$ cat config.mk
export PLATFORM = sky130hd
export DESIGN_NAME = queued_blink_sequencer
export DESIGN_NICKNAME = d
export VERILOG_FILES = /design/src/hw/rtl/qbs_pkg.sv /design/src/hw/rtl/qbs_ram.sv /design/src/hw/rtl/qbs_ctrl.sv /design/src/hw/rtl/qbs_dp.sv /design/src/hw/rtl/queued_blink_sequencer.sv
export SDC_FILE = /design/constraint.sdc
export NUM_CORES = 1
export LEC_CHECK = 0
export BUFFER_PORTS_ARGS = -buffer_cell sky130_fd_sc_hd__clkbuf_2
export CORE_ASPECT_RATIO = 1.5
export CORE_MARGIN = 2
export CORE_UTILIZATION = 40
export DETAILED_ROUTE_END_ITERATION = 7
export GPL_TIMING_DRIVEN = 0
export PLACE_DENSITY_LB_ADDON = 0.25
export SETUP_SLACK_MARGIN = 0.15
export SYNTH_ARGS = -nofsm -noshare
export SYNTH_HDL_FRONTEND = slang
export SYNTH_SLANG_ARGS = --single-unit
$ cat constraint.sdc
create_clock -name clk -period 6.45 [get_ports clk]
set_input_delay 0.3225 -clock clk [delete_from_list [all_inputs] [get_ports clk]]
set_output_delay 0.3225 -clock clk [all_outputs]
set_load 0.03 [all_outputs]
$ cat src/hw/rtl/qbs_pkg.sv
package qbs_pkg;

  localparam logic [1:0] PH_IDLE = 2'd0;
  localparam logic [1:0] PH_ON   = 2'd1;
  localparam logic [1:0] PH_OFF  = 2'd2;

  localparam int MS_W = 16;
  localparam logic [MS_W-1:0] MS_MAX = '1;

  typedef struct packed {
    logic            cmd;
    logic [MS_W-1:0] on_time;
    logic [MS_W-1:0] off_time;
  } in_word_t;

  typedef struct packed {
    logic       led_level;
    logic       busy_res;
    logic [3:0] queued_count;
    logic       dropped;
  } out_word_t;

  localparam logic CMD_TICK    = 1'b0;
  localparam logic CMD_ENQUEUE = 1'b1;

  typedef struct packed {
    logic load;
    logic enq;
    logic tick;
    logic emit;
  } ctl_t;

  typedef struct packed {
    logic is_enq;
  } sts_t;

endpackage

$ cat src/hw/rtl/qbs_ram.sv
module qbs_ram #(
  parameter int WIDTH = 32,
  parameter int DEPTH = 8
) (
  input  logic                     clk,
  input  logic                     we,
  input  logic [$clog2(DEPTH)-1:0] waddr,
  input  logic [WIDTH-1:0]         wdata,
  input  logic [$clog2(DEPTH)-1:0] raddr,
  output logic [WIDTH-1:0]         rdata
);

  logic [WIDTH-1:0] mem_r [DEPTH];
  logic [WIDTH-1:0] rdata_r;

  always_ff @(posedge clk) begin
    if (we) begin
      mem_r[waddr] <= wdata;
    end
    rdata_r <= mem_r[raddr];
  end

  assign rdata = rdata_r;

endmodule

$ cat src/hw/rtl/qbs_ctrl.sv
module qbs_ctrl (
  input  logic          clk,
  input  logic          rst_n,
  input  logic          start,
  input  qbs_pkg::sts_t sts,
  output logic          busy,
  output logic          out_valid,
  output qbs_pkg::ctl_t ctl
);
  import qbs_pkg::*;

  localparam logic S_IDLE = 1'b0;
  localparam logic S_EXEC = 1'b1;

  logic state_r;
  logic state_nxt;
  logic out_valid_r;

  always_comb begin
    state_nxt = state_r;
    ctl       = '0;
    case (state_r)
      S_IDLE: begin
        if (start) begin
          ctl.load  = 1'b1;
          state_nxt = S_EXEC;
        end
      end
      S_EXEC: begin
        ctl.enq   = (sts.is_enq == CMD_ENQUEUE);
        ctl.tick  = (sts.is_enq == CMD_TICK);
        ctl.emit  = 1'b1;
        state_nxt = S_IDLE;
      end
      default: begin
        state_nxt = S_IDLE;
      end
    endcase
  end

  always_ff @(posedge clk) begin
    if (!rst_n) begin
      state_r     <= S_IDLE;
      out_valid_r <= 1'b0;
    end else begin
      state_r     <= state_nxt;
      out_valid_r <= ctl.emit;
    end
  end

  assign busy      = (state_r != S_IDLE);
  assign out_valid = out_valid_r;

`ifndef SYNTHESIS
  a_exec_returns: assert property (@(posedge clk) disable iff (!rst_n)
    (state_r == S_EXEC) |=> (state_r == S_IDLE) && out_valid_r)
    else $error("exec did not finish in one cycle");
  a_strobe_after_exec: assert property (@(posedge clk) disable iff (!rst_n)
    out_valid_r |-> !busy && $past(state_r == S_EXEC))
    else $error("result strobe without exec");
  a_one_action: assert property (@(posedge clk) disable iff (!rst_n)
    $onehot0({ctl.load, ctl.enq, ctl.tick}))
    else $error("conflicting commands");
`endif

endmodule

$ cat src/hw/rtl/qbs_dp.sv
module qbs_dp #(
  parameter int QUEUE_DEPTH = 8
) (
  input  logic               clk,
  input  logic               rst_n,
  input  qbs_pkg::ctl_t      ctl,
  input  qbs_pkg::in_word_t  in_word,
  output qbs_pkg::sts_t      sts,
  output qbs_pkg::out_word_t out_word
);
  import qbs_pkg::*;

  localparam int IDX_W = $clog2(QUEUE_DEPTH);
  localparam int CNT_W = $clog2(QUEUE_DEPTH + 1);
  localparam int SUM_W = CNT_W + 1;
  localparam logic [CNT_W-1:0] FULL     = CNT_W'(QUEUE_DEPTH);
  localparam logic [SUM_W-1:0] DEPTH_S  = SUM_W'(QUEUE_DEPTH);
  localparam logic [IDX_W-1:0] LAST_IDX = IDX_W'(QUEUE_DEPTH - 1);

  in_word_t          in_r;
  logic [IDX_W-1:0]  head_r, head_nxt;
  logic [CNT_W-1:0]  count_r, count_nxt;
  logic [1:0]        phase_r, phase_nxt;
  logic [MS_W-1:0]   elapsed_r, elapsed_nxt;
  logic              led_r, led_nxt;
  out_word_t         out_r, out_nxt;

  logic [2*MS_W-1:0] head_entry;
  logic [MS_W-1:0]   elapsed_inc;
  logic [SUM_W-1:0]  tail_sum;
  logic [IDX_W-1:0]  tail_idx;
  logic              wr_en;
  logic              drop;
  logic [31:0]       count_ext;

  qbs_ram #(
    .WIDTH(2 * MS_W),
    .DEPTH(QUEUE_DEPTH)
  ) u_store (
    .clk  (clk),
    .we   (wr_en),
    .waddr(tail_idx),
    .wdata({in_r.on_time, in_r.off_time}),
    .raddr(head_r),
    .rdata(head_entry)
  );

  assign tail_sum    = SUM_W'(head_r) + SUM_W'(count_r);
  assign tail_idx    = (tail_sum >= DEPTH_S) ? IDX_W'(tail_sum - DEPTH_S) : IDX_W'(tail_sum);
  assign elapsed_inc = (elapsed_r == MS_MAX) ? elapsed_r : elapsed_r + 1'b1;
  assign wr_en       = ctl.enq && (count_r != FULL);
  assign drop        = ctl.enq && (count_r == FULL);

  always_comb begin
    head_nxt    = head_r;
    count_nxt   = count_r;
    phase_nxt   = phase_r;
    elapsed_nxt = elapsed_r;
    led_nxt     = led_r;
    if (wr_en) begin
      count_nxt = count_r + 1'b1;
    end
    if (ctl.tick) begin
      case (phase_r)
        PH_ON: begin
          if (elapsed_inc >= head_entry[2*MS_W-1:MS_W]) begin
            led_nxt     = 1'b0;
            phase_nxt   = PH_OFF;
            elapsed_nxt = '0;
          end else begin
            elapsed_nxt = elapsed_inc;
          end
        end
        PH_OFF: begin
          if (elapsed_inc >= head_entry[MS_W-1:0]) begin
            led_nxt     = 1'b0;
            if (count_r != '0) begin
              count_nxt = count_r - 1'b1;
            end
            head_nxt    = (head_r == LAST_IDX) ? '0 : head_r + 1'b1;
            phase_nxt   = PH_IDLE;
            elapsed_nxt = '0;
          end else begin
            elapsed_nxt = elapsed_inc;
          end
        end
        default: begin
          if (count_r != '0) begin
            phase_nxt   = PH_ON;
            led_nxt     = 1'b1;
            elapsed_nxt = '0;
          end
        end
      endcase
    end
  end

  assign count_ext = 32'(count_nxt);

  always_comb begin
    out_nxt.led_level    = led_nxt;
    out_nxt.busy_res     = (count_nxt != '0) || (phase_nxt != PH_IDLE);
    out_nxt.queued_count = count_ext[3:0];
    out_nxt.dropped      = drop;
  end

  always_ff @(posedge clk) begin
    if (!rst_n) begin
      head_r    <= '0;
      count_r   <= '0;
      phase_r   <= PH_IDLE;
      elapsed_r <= '0;
      led_r     <= 1'b0;
    end else begin
      head_r    <= head_nxt;
      count_r   <= count_nxt;
      phase_r   <= phase_nxt;
      elapsed_r <= elapsed_nxt;
      led_r     <= led_nxt;
    end
  end

  always_ff @(posedge clk) begin
    if (ctl.load) begin
      in_r <= in_word;
    end
    if (ctl.emit) begin
      out_r <= out_nxt;
    end
  end

  assign sts.is_enq = in_r.cmd;
  assign out_word   = out_r;

`ifndef SYNTHESIS
  a_count_bound: assert property (@(posedge clk) disable iff (!rst_n)
    count_r <= FULL)
    else $error("queue count beyond depth");
  a_led_in_on: assert property (@(posedge clk) disable iff (!rst_n)
    led_r == (phase_r == PH_ON))
    else $error("led level out of step with phase");
  a_empty_stays_idle: assert property (@(posedge clk) disable iff (!rst_n)
    ctl.tick && (phase_r == PH_IDLE) && (count_r == '0) |=> (phase_r == PH_IDLE))
    else $error("sequencer left idle with empty queue");
`endif

endmodule

$ cat src/hw/rtl/queued_blink_sequencer.sv
// a result strobes out_valid for one cycle: start loads the word, the exec state runs, out_valid is registered
// a new word is taken only while idle; busy is high for the cycle after acceptance
// the exec state works from the registered input word and the registered head entry read from the queue ram
// reset: synchronous active-low rst_n clears queue pointers, sequencer phase and led
// the entry store is not cleared; the receiver cannot stall results
module queued_blink_sequencer #(
  parameter int QUEUE_DEPTH = 8
) (
  input  logic               clk,
  input  logic               rst_n,
  input  logic               start,
  input  qbs_pkg::in_word_t  in_word,
  output logic               busy,
  output logic               out_valid,
  output qbs_pkg::out_word_t out_word
);
  import qbs_pkg::*;

  ctl_t ctl;
  sts_t sts;

  qbs_ctrl u_ctrl (
    .clk      (clk),
    .rst_n    (rst_n),
    .start    (start),
    .sts      (sts),
    .busy     (busy),
    .out_valid(out_valid),
    .ctl      (ctl)
  );

  qbs_dp #(
    .QUEUE_DEPTH(QUEUE_DEPTH)
  ) u_dp (
    .clk     (clk),
    .rst_n   (rst_n),
    .ctl     (ctl),
    .in_word (in_word),
    .sts     (sts),
    .out_word(out_word)
  );

endmodule
; ---- Word level (Yosys, flattened, before mapping)
; Memories as Yosys holds them, arrays and structs flattened. A register that Yosys moved wholly into a read port is not among the register bits.
; Cells that the tools add are included.
[op_classes]
addsub = 6
n_lt_le_gt_ge = 3
eq_ne = 6
n_mux = 28
bitwise = 2
n_reduce_logical = 9
[ops]
columns = operator, count
row1 = $mux W16, 4
row2 = $ge A16 B16 Y1, 2
row3 = $pmux W16 S2, 1
row4 = $mux W4, 5
row5 = $add A16 B1 Y16 const B, 1
row6 = $eq A16 B16 Y1 const B, 1
row7 = $mux W3, 3
row8 = $mux W1, 8
row9 = $mux W2, 4
row10 = $reduce_bool A4 Y1, 2
row11 = $add A3 B4 Y5, 1
row12 = $ge A5 B4 Y1 const B, 1
row13 = $add A4 B1 Y4 const B, 1
row14 = $eq A4 B4 Y1 const B, 1
row15 = $ne A4 B4 Y1 const B, 1
row16 = $pmux W1 S2, 2
row17 = $pmux W2 S2, 1
row18 = $sub A4 B1 Y4 const B, 1
row19 = $add A3 B1 Y3 const B, 1
row20 = $eq A3 B3 Y1 const B, 1
row21 = $reduce_and A3 Y1, 1
row22 = $reduce_bool A3 Y1, 1
row23 = $sub A3 B1 Y3 const B, 1
row24 = $eq A2 B1 Y1 const B, 1
row25 = 6 further kinds, 8
[word_totals]
register_bits = 68
ram_bits = 256
output_inout_bits = 9
elab_cells = 69
mem_count = 1
[mem_list]
columns = memory, words, word_bits, rd, rd_ports_with_merged_regs, wr, line_no
row1 = u_dp.u_store.mem_r, 8, 32, 1, 1, 1, qbs_ram.sv:13  ; logic [WIDTH-1:0] mem_r [DEPTH];

; ---- Depth between registers and ports, before layout
; Gate-level depths: netlist (run 1).
[logic_depth]
depth_word = 10
ltp_mapped = 17
mapped_depth_nobuf = 15

; ---- By module
; Synthesis (run 1) repeated with hierarchy kept, for this count alone.
[hier_totals]
cells_unflattened = 801
hier_area_um2 = 14336.2
[by_module_without_submodules]
columns = module, instances, cells_each, area_each_um2, seq_area_each_um2
row1 = qbs_ram, 1, 415, 10466.3, 8328.0
row2 = qbs_dp, 1, 377, 3781.1, 1721.7
row3 = qbs_ctrl, 1, 9, 88.8, 40.0

; ---- Worst setup path after synthesis (run 1)
; Ideal clock, no wire load.
[synth_path]
kind = register to register
startpoint = register u_ctrl.state_r, in the netlist u_ctrl.busy
endpoint = memory u_dp.u_store.mem_r[0][0] (enable)
setup_ns = 0.461
arrival_time_ns = 3.655
t_required_ns = 5.989
slack_ns = 2.334
stages_incl_launch_ff = 5
path_buffers = 0
cell_sequence = dfxtp_1 and2_1 o21ai_0 or2_2 nor3_1
[synth_via]
elab_chain_len = 4
[synth_lines]
columns = item, line_no
row1 = start: declaration, qbs_ctrl.sv:15  ; logic state_r;
row2 = start signal: assignment, qbs_ctrl.sv:46  ; state_r <= state_nxt;
row3 = $mux W3, qbs_ctrl.sv:22  ; case (state_r)
row4 = $logic_and A1 B1 Y1, qbs_dp.sv:51  ; assign wr_en = ctl.enq && (count_r != FULL);
row5 = $mux W1, qbs_ram.sv:17  ; if (we) begin
row6 = $mux W1 (not written as such), qbs_ram.sv:18  ; mem_r[waddr] <= wdata;
row7 = end: declaration, qbs_ram.sv:13
; No other way between the ends.

==> impl_metrics.toml, run 1 <==
[power_and_ir_drop]
finalPower_mw = 4.65
p_sw_share_pct = 19.9
power.switching_mw = 0.927
clkPwrFrac_pct = 42.2
p_int_mw = 3.73
powerDensity_nw_per_um2 = 281
ir_worst_vdd_uv = 223
leakage_nw = 5.64
p_comb_share_pct = 2.7
p_seq_share_pct = 55.1

[hold_path]
min_path_cells = 2
hold_path_class = "input port to register"
min_to = "u_dp.elapsed_r[13]"
hold_path_startpoint = "rst_n"

[logic_synthesis]
async_flop_share_pct = 0
syn_area_sq_um = 14000
yosysWarnings = 0
synthCells = 777
ys_seq_elements = 356
seq_area_frac_synth_pct = 72.0
syn_area_per_cell_sq_um = 18.0
synth-main-ff-cell = "edfxtp_1"
synth-edff-count = 296
synth_nets = 854
synth.distinct_cells = 52

[timing]
finalClockSkew_ns = 0.0168
hold_slack_ns = 0.152
worst_pin_slew_ns = 1.02
max_slew_margin_pct = 32.3
min_period_over_period_pct = 73.0
layout_min_cycle_time_ns = 4.71
setup_violations = 0
hold_violations = 0
clock.fmax_mhz = 212
drv_slew = 0
setup_tns_ns = 0
rsz0062_at_grt = "no"

[clocking]
cts_tree = "done"
cts-root-buf = "clkbuf_16"
htreeDepth = 2
clkSlewWorstSetupHoldPaths_ns = 0.07
clk_latency_ns = 0.52
cts_setup_buffers = 0
cts_buffers = 35
cts_max_path_buffers = 3
clock_sinks = 356

[drt]
final_antenna_net_count = 0
drt_iter0_drc = 417
route.detailed.drc = 0
via_per_inst = 5.02
drt_first_pass_iters = 5
route.vias.total = 7079
routed_wl_mm = 27.9
wire_per_inst_um = 19.8

[grt]
grt_pass1_vias = 7340
antenna_found_initial = 0
grt_max_degree = 29
grt_pass1_wl_mm = 43.3
grt_usage_pct = 15.8
gr-total-overflow = 0

[run]
maxCapViolations = 0

[cells_and_area]
drive_gt1_share_pct = 25.4
nNetsFinal = 989
fillers = 2913
ff_latch_area_sq_um = 10100
multi_input_area_sq_um = 3720
syn_to_final_growth_pct = 18.4
postLayoutCoreUtil_pct = 47.7
diodes = 0

[placement]
hpwl_mm = 18.6
globalplace.congestion = 0.779
io_buffers = 44

[status]
status = "completed"

[worst_setup_path]
cp-end-kind = "register"
r2r_slack_ns = 1.74
r2r_end = "u_dp.out_word[5]"
worstSetupPathType = "register to register"
worst_ep_arrival_time_ns = 4.97
worst_ep_required_time_ns = 6.71
path_max_fanout = 8
cp-start-kind = "register"
r2r_cells = 16
r2r-start = "u_dp.elapsed_r[7]"

[floorplan]
die_x_um = 157
core_region_area_sq_um = 34800
num_io_pins = 45
dieArea_sq_um = 36600
die_y_um = 233
row_count = 84
start_util_pct = 40.3
[registers in the layout (all words and copies together), names as in the netlist, 2 cells and up]
name and cells:
u_dp.u_store.mem_r 256, u_dp.in_r 32, u_dp.u_store.rdata 32, u_dp.elapsed_r 16, u_dp.out_word 7, u_dp.count_r 4
u_dp.head_r 3, u_dp.phase_r 2
[final cells by class]
| class | instances | share of cell area (%) |
|---|---|---|
| Buffer | 27 | 0.664 |
| Multi-Input combinational cell | 355 | 22.4 |
| Timing Repair Buffer | 98 | 4.98 |
| Sequential cell | 356 | 60.8 |
| Clock inverter | 14 | 0.558 |
| Inverter | 39 | 0.882 |
| Clock buffer | 49 | 6.09 |
| Tap cell | 473 | 3.57 |
[routing by layer]
layer | global-route usage [%] | up-vias | part of all wire (%)
met2 | 27.9 | 129 | 52
li1 | - | 3306 | -
met4 | 4.53 | 0 | 2.0
met1 | 20.2 | 3605 | 42
met3 | 2.37 | 39 | 3.3
met5 | 0 | - | 0
[worst max-delay path, stage by stage (launching register included)]
cell,delay [ns]
dfxtp_1,0.31
clkbuf_1,0.26
and4_1,0.29
nand3_1,0.18
nor3_1,0.40
nor2_1,0.21
nand2_1,0.16
xnor2_1,0.21
ha_1,0.32
a21oi_1,0.15
nor2_1,0.06
a211oi_1,0.41
a21boi_4,0.35
o21ai_0,0.15
xnor2_1,0.20
or3_1,0.40
or4_1,0.39
[metrics by stage]
stage / worst slack, ns / cell area [sq um] / std cells
finish: 1.74 / 16600 / 1411
global route: 1.35 / 16600 / 1411
CTS: 1.77 / 16600 / 1411
detailed placement: 1.80 / 15200 / 1315
global placement: -0.212 / 14800 / 1294
floorplan: 2.33 / 14000 / 777
[cell usage in the layout (no fill, tap or decap), types with 6 or more instances in the layout]
master | synthesis | routed
nor2_1 | 19 | 15
nor2b_1 | 20 | 19
a21oi_1 | 16 | 16
nand2_1 | 32 | 32
buf_6 | 0 | 15
inv_1 | 39 | 39
mux2_2 | 33 | 33
a22oi_1 | 11 | 11
xnor2_1 | 12 | 12
clkbuf_16 | 0 | 37
clkinv_2 | 0 | 8
clkbuf_1 | 16 | 24
dlygate4sd3_1 | 0 | 33
edfxtp_1 | 296 | 296
ha_1 | 40 | 40
buf_1 | 6 | 6
and2_1 | 7 | 7
dfxtp_1 | 60 | 60
o21ai_0 | 11 | 11
nand4_1 | 10 | 10
clkbuf_2 | 0 | 44
nand3_1 | 14 | 14
mux4_2 | 64 | 64
[synth_stat cells, types with 2 or more instances]
library cell | number | area, sq um
buf_2 | 4 | 20.0
and4_1 | 2 | 17.5
nand2_1 | 32 | 120
a211oi_1 | 5 | 37.5
nand3_1 | 14 | 70.1
clkbuf_1 | 16 | 60.1
nor3_1 | 7 | 35.0
ha_1 | 40 | 500
nor2b_1 | 20 | 125
xnor2_1 | 12 | 105
and3_1 | 4 | 25.0
o211ai_1 | 2 | 15.0
or4_1 | 2 | 15.0
buf_1 | 6 | 22.5
xor2_1 | 2 | 17.5
mux2i_1 | 3 | 30.0
a21oi_1 | 16 | 80.1
edfxtp_1 | 296 | 8890
o21ai_0 | 11 | 55.1
nand3b_1 | 2 | 15.0
inv_1 | 39 | 146
or3_1 | 2 | 12.5
a22oi_1 | 11 | 82.6
nor3b_1 | 5 | 37.5
mux2_2 | 33 | 372
o21a_1 | 4 | 30.0
nand4_1 | 10 | 62.6
dfxtp_1 | 60 | 1200
nand4b_1 | 3 | 26.3
nor2_1 | 19 | 71.3
a31oi_1 | 5 | 31.3
mux4_2 | 64 | 1440
and2_1 | 7 | 43.8
[cells by family (layout without fill, tap and decap cells)]
logic type / count (synthesis) / in the layout / share of synthesized area, %
flops: 356 / 356 / 72.0
mux: 100 / 100 / 13.2
buf+inv: 66 / 227 / 1.83
compound gates: 64 / 64 / 3.22
simple gates: 136 / 136 / 5.21
fa+ha+maj: 41 / 41 / 3.71
xor+xnor: 14 / 14 / 0.875
[timing repair]
action                                 CTS  global route
hold buffers                            33             0
gates resized for setup                  0             0
endpoints found under the hold margin   33             0
[how the worst max path moves through the flow]
stage                            startpoint                   endpoint  slack (ns)  cells past startpoint
after detailed placement  u_dp.elapsed_r[7]           u_dp.out_word[5]        1.80                     16
final                     u_dp.elapsed_r[7]           u_dp.out_word[5]        1.74                     16
after CTS                 u_dp.elapsed_r[7]           u_dp.out_word[5]        1.77                     16
after global placement       u_dp.head_r[0]  u_dp.u_store.mem_r[5][19]       -0.21                      5
after global routing      u_dp.elapsed_r[7]           u_dp.out_word[5]        1.35                     16
after floorplan                 u_ctrl.busy   u_dp.u_store.mem_r[0][0]        2.33                      4
[power by group through the flow]
| stage | registers [mW] | logic (mW) | clock network [mW] |
|---|---|---|---|
| 5_1_grt | 2.57 | 0.138 | 2.11 |
| 3_3_place_gp | 2.62 | 0.0991 | 0 |
| 6_report | 2.57 | 0.124 | 1.96 |
| 2_1_floorplan | 2.61 | 0.0584 | 0 |
| 4_1_cts | 2.57 | 0.127 | 2.02 |
| 3_5_place_dp | 2.62 | 0.110 | 0 |
Note: power is estimated with default switching activity, not from simulation.
==> run 2: changes to the inputs <==
==> constraint.sdc (replaced) <==
create_clock -name clk -period 4.4 [get_ports clk]
set_input_delay 0.22 -clock clk [delete_from_list [all_inputs] [get_ports clk]]
set_output_delay 0.22 -clock clk [all_outputs]
set_load 0.03 [all_outputs]
==> run 2 against run 1 <==
Net effect: clock power increased by 47%; cell area increased by 2.0%; fmax increased by 15%; hold slack got worse by 0.10 ns; global-route usage increased by 0.068 points; via count increased by 1.2%; critical path type unchanged; combinational power increased by 51%; highest routed layer unchanged.
==> impl_metrics.toml, run 2 (same netlist as run 1, synthesis figures left out) <==
[grt]
grt_pass1_vias = 7370
antenna_found_initial = 0
grt_max_degree = 29
grt_pass1_wl_mm = 43.5
gr-total-overflow = 0
grt_usage_pct = 15.9

[drt]
route.detailed.drc = 0
final_antenna_net_count = 0
drt_iter0_drc = 397
drt_first_pass_iters = 6
routed_wl_mm = 28.2
wire_per_inst_um = 19.9
route.vias.total = 7162
via_per_inst = 5.04

[power_and_ir_drop]
powerDensity_nw_per_um2 = 403
p_int_mw = 5.46
p_sw_share_pct = 20.0
leakage_nw = 5.80
p_seq_share_pct = 55.1
p_comb_share_pct = 2.7
ir_worst_vdd_uv = 327
clkPwrFrac_pct = 42.2
power.switching_mw = 1.36

[cells_and_area]
nNetsFinal = 1000
syn_to_final_growth_pct = 20.8
final_cell_area_sq_um = 16900
fillers = 2884
largest_reg_flops = 256
drive_gt1_share_pct = 30.3
diodes = 0
top_register = "u_dp.u_store.mem_r"
final_cell_mix = "296 x edfxtp_1, 64 x mux4_2, 53 x dfxtp_1"
final_common_cell = "edfxtp_1"

[hold_path]
min_to = "u_dp.elapsed_r[13]"
min_path_cells = 2
hold_path_startpoint = "rst_n"
hold_path_class = "input port to register"

[placement]
io_buffers = 44
hpwl_mm = 18.6
globalplace.congestion = 0.779
place_ws_ns = -0.254
placed_area_sq_um = 15200

[clocking]
clock_sinks = 356
cts_buffers = 35
cts_max_path_buffers = 3
cts_tree = "done"
clk_latency_ns = 0.52
htreeDepth = 2
cts-root-buf = "clkbuf_16"
clkSlewWorstSetupHoldPaths_ns = 0.07

[timing]
min_period_over_period_pct = 93.0
setup_violations = 0
worst_pin_slew_ns = 1.01
drv_slew = 0
finalClockSkew_ns = 0.0169
clock.fmax_mhz = 244
hold_violations = 0
max_slew_margin_pct = 32.6
setup_slack_ns = 0.309
layout_min_cycle_time_ns = 4.09
rsz0062_at_grt = "no"

[worst_setup_path]
worst_ep_required_time_ns = 4.66
worst_path_max_delay_cell = "or4_4"
cp-end-kind = "register"
cp-start-kind = "register"
r2r-start = "u_dp.elapsed_r[7]"
crit_chain = "clkbuf_4 -> and4_4 -> nand3_4 -> or3_1 -> clkbuf_4 -> nand4_1 -> xnor2_2 -> ha_1 -> buf_4 -> nand2_1 -> or4_4 -> a31oi_4 -> a211oi_4 -> a22oi_4 -> a21oi_2 -> or3_1 -> or4_1"
cp_num_buf_inv = 3
r2r_end = "u_dp.out_word[5]"
path_max_fanout = 8
critPathTopFamily = "simple AND/OR/NAND/NOR gates"
crit_path_max_incr_delay_ns = 0.43
r2r_slack_ns = 0.31
worst_ep_arrival_time_ns = 4.35
worstSetupPathType = "register to register"
r2r_cells = 17

[floorplan]
core_region_area_sq_um = 34800
num_io_pins = 45
dieArea_sq_um = 36600
die_x_um = 157
die_y_um = 233
start_util_pct = 40.3
row_count = 84

[run]
maxCapViolations = 0

[status]
status = "completed"
==> run 2: cell types whose count changed in the layout (fill, tap and decap cells not counted), sizes merged <==
cell	before	now
buf	32	43
==> run 2: layout make-up <==
cell class / instances / area (sq um) / area share (%)
Buffer: 27 / 119 / 0.702
Multi-Input combinational cell: 355 / 3960 / 23.4
Timing Repair Buffer: 109 / 910 / 5.37
Clock inverter: 14 / 92.6 / 0.547
Inverter: 39 / 146 / 0.865
Sequential cell: 356 / 10100 / 59.7
Clock buffer: 49 / 1010 / 5.97
Tap cell: 473 / 592 / 3.50
==> run 2: power by group through the flow <==
stage / clock network (mW) / logic [mW] / registers [mW]
global route: 3.09 / 0.208 / 3.77
detailed placement: 0 / 0.162 / 3.84
finish: 2.88 / 0.187 / 3.76
CTS: 2.96 / 0.186 / 3.76
floorplan: 0 / 0.0856 / 3.83
global placement: 0 / 0.145 / 3.84
==> run 2: metal layers <==
metal | vias up | track usage [%] | part of all wire [%]
met5 | - | 0 | 0
met4 | 0 | 4.53 | 2.1
met3 | 42 | 2.37 | 3.6
met2 | 125 | 28.1 | 53
met1 | 3669 | 20.2 | 42
li1 | 3326 | - | -
==> run 2: what timing repair did <==
| action | in CTS | in global routing |
|---|---|---|
| pin swaps | 3 | 15 |
| endpoints found under the setup margin | 17 | 3 |
| hold buffers | 33 | 0 |
| buffers inserted | 1 | 10 |
| endpoints found under the hold margin | 33 | 0 |
| resized for setup | 22 | 36 |
==> run 2: per-stage QoR <==
step	total power, mW	hold WS (ns)	util, %	setup TNS, ns	cells
final	6.83	0.0519	48.7	0	1422
after global routing	7.06	0.0461	48.7	0	1422
after CTS	6.91	0.0199	48.0	0	1412
after detailed placement	4.00	0.399	43.6	-1.36	1315
after global placement	3.98	0.397	42.6	-351.67	1294
after floorplan	3.91	0.319	-	0	777
==> run 2: how the worst max path moves through the flow <==
stage,cells after the start,slack [ns],to,start
2_1_floorplan,4,0.28,u_dp.u_store.mem_r[0][0],u_ctrl.busy
3_3_place_gp,5,-2.26,u_dp.u_store.mem_r[5][19],u_dp.head_r[0]
3_5_place_dp,16,-0.25,u_dp.out_word[5],u_dp.elapsed_r[7]
4_1_cts,15,0.15,u_dp.out_word[5],u_dp.elapsed_r[0]
5_1_grt,17,0.14,u_dp.out_word[5],u_dp.elapsed_r[7]
6_report,17,0.31,u_dp.out_word[5],u_dp.elapsed_r[7]
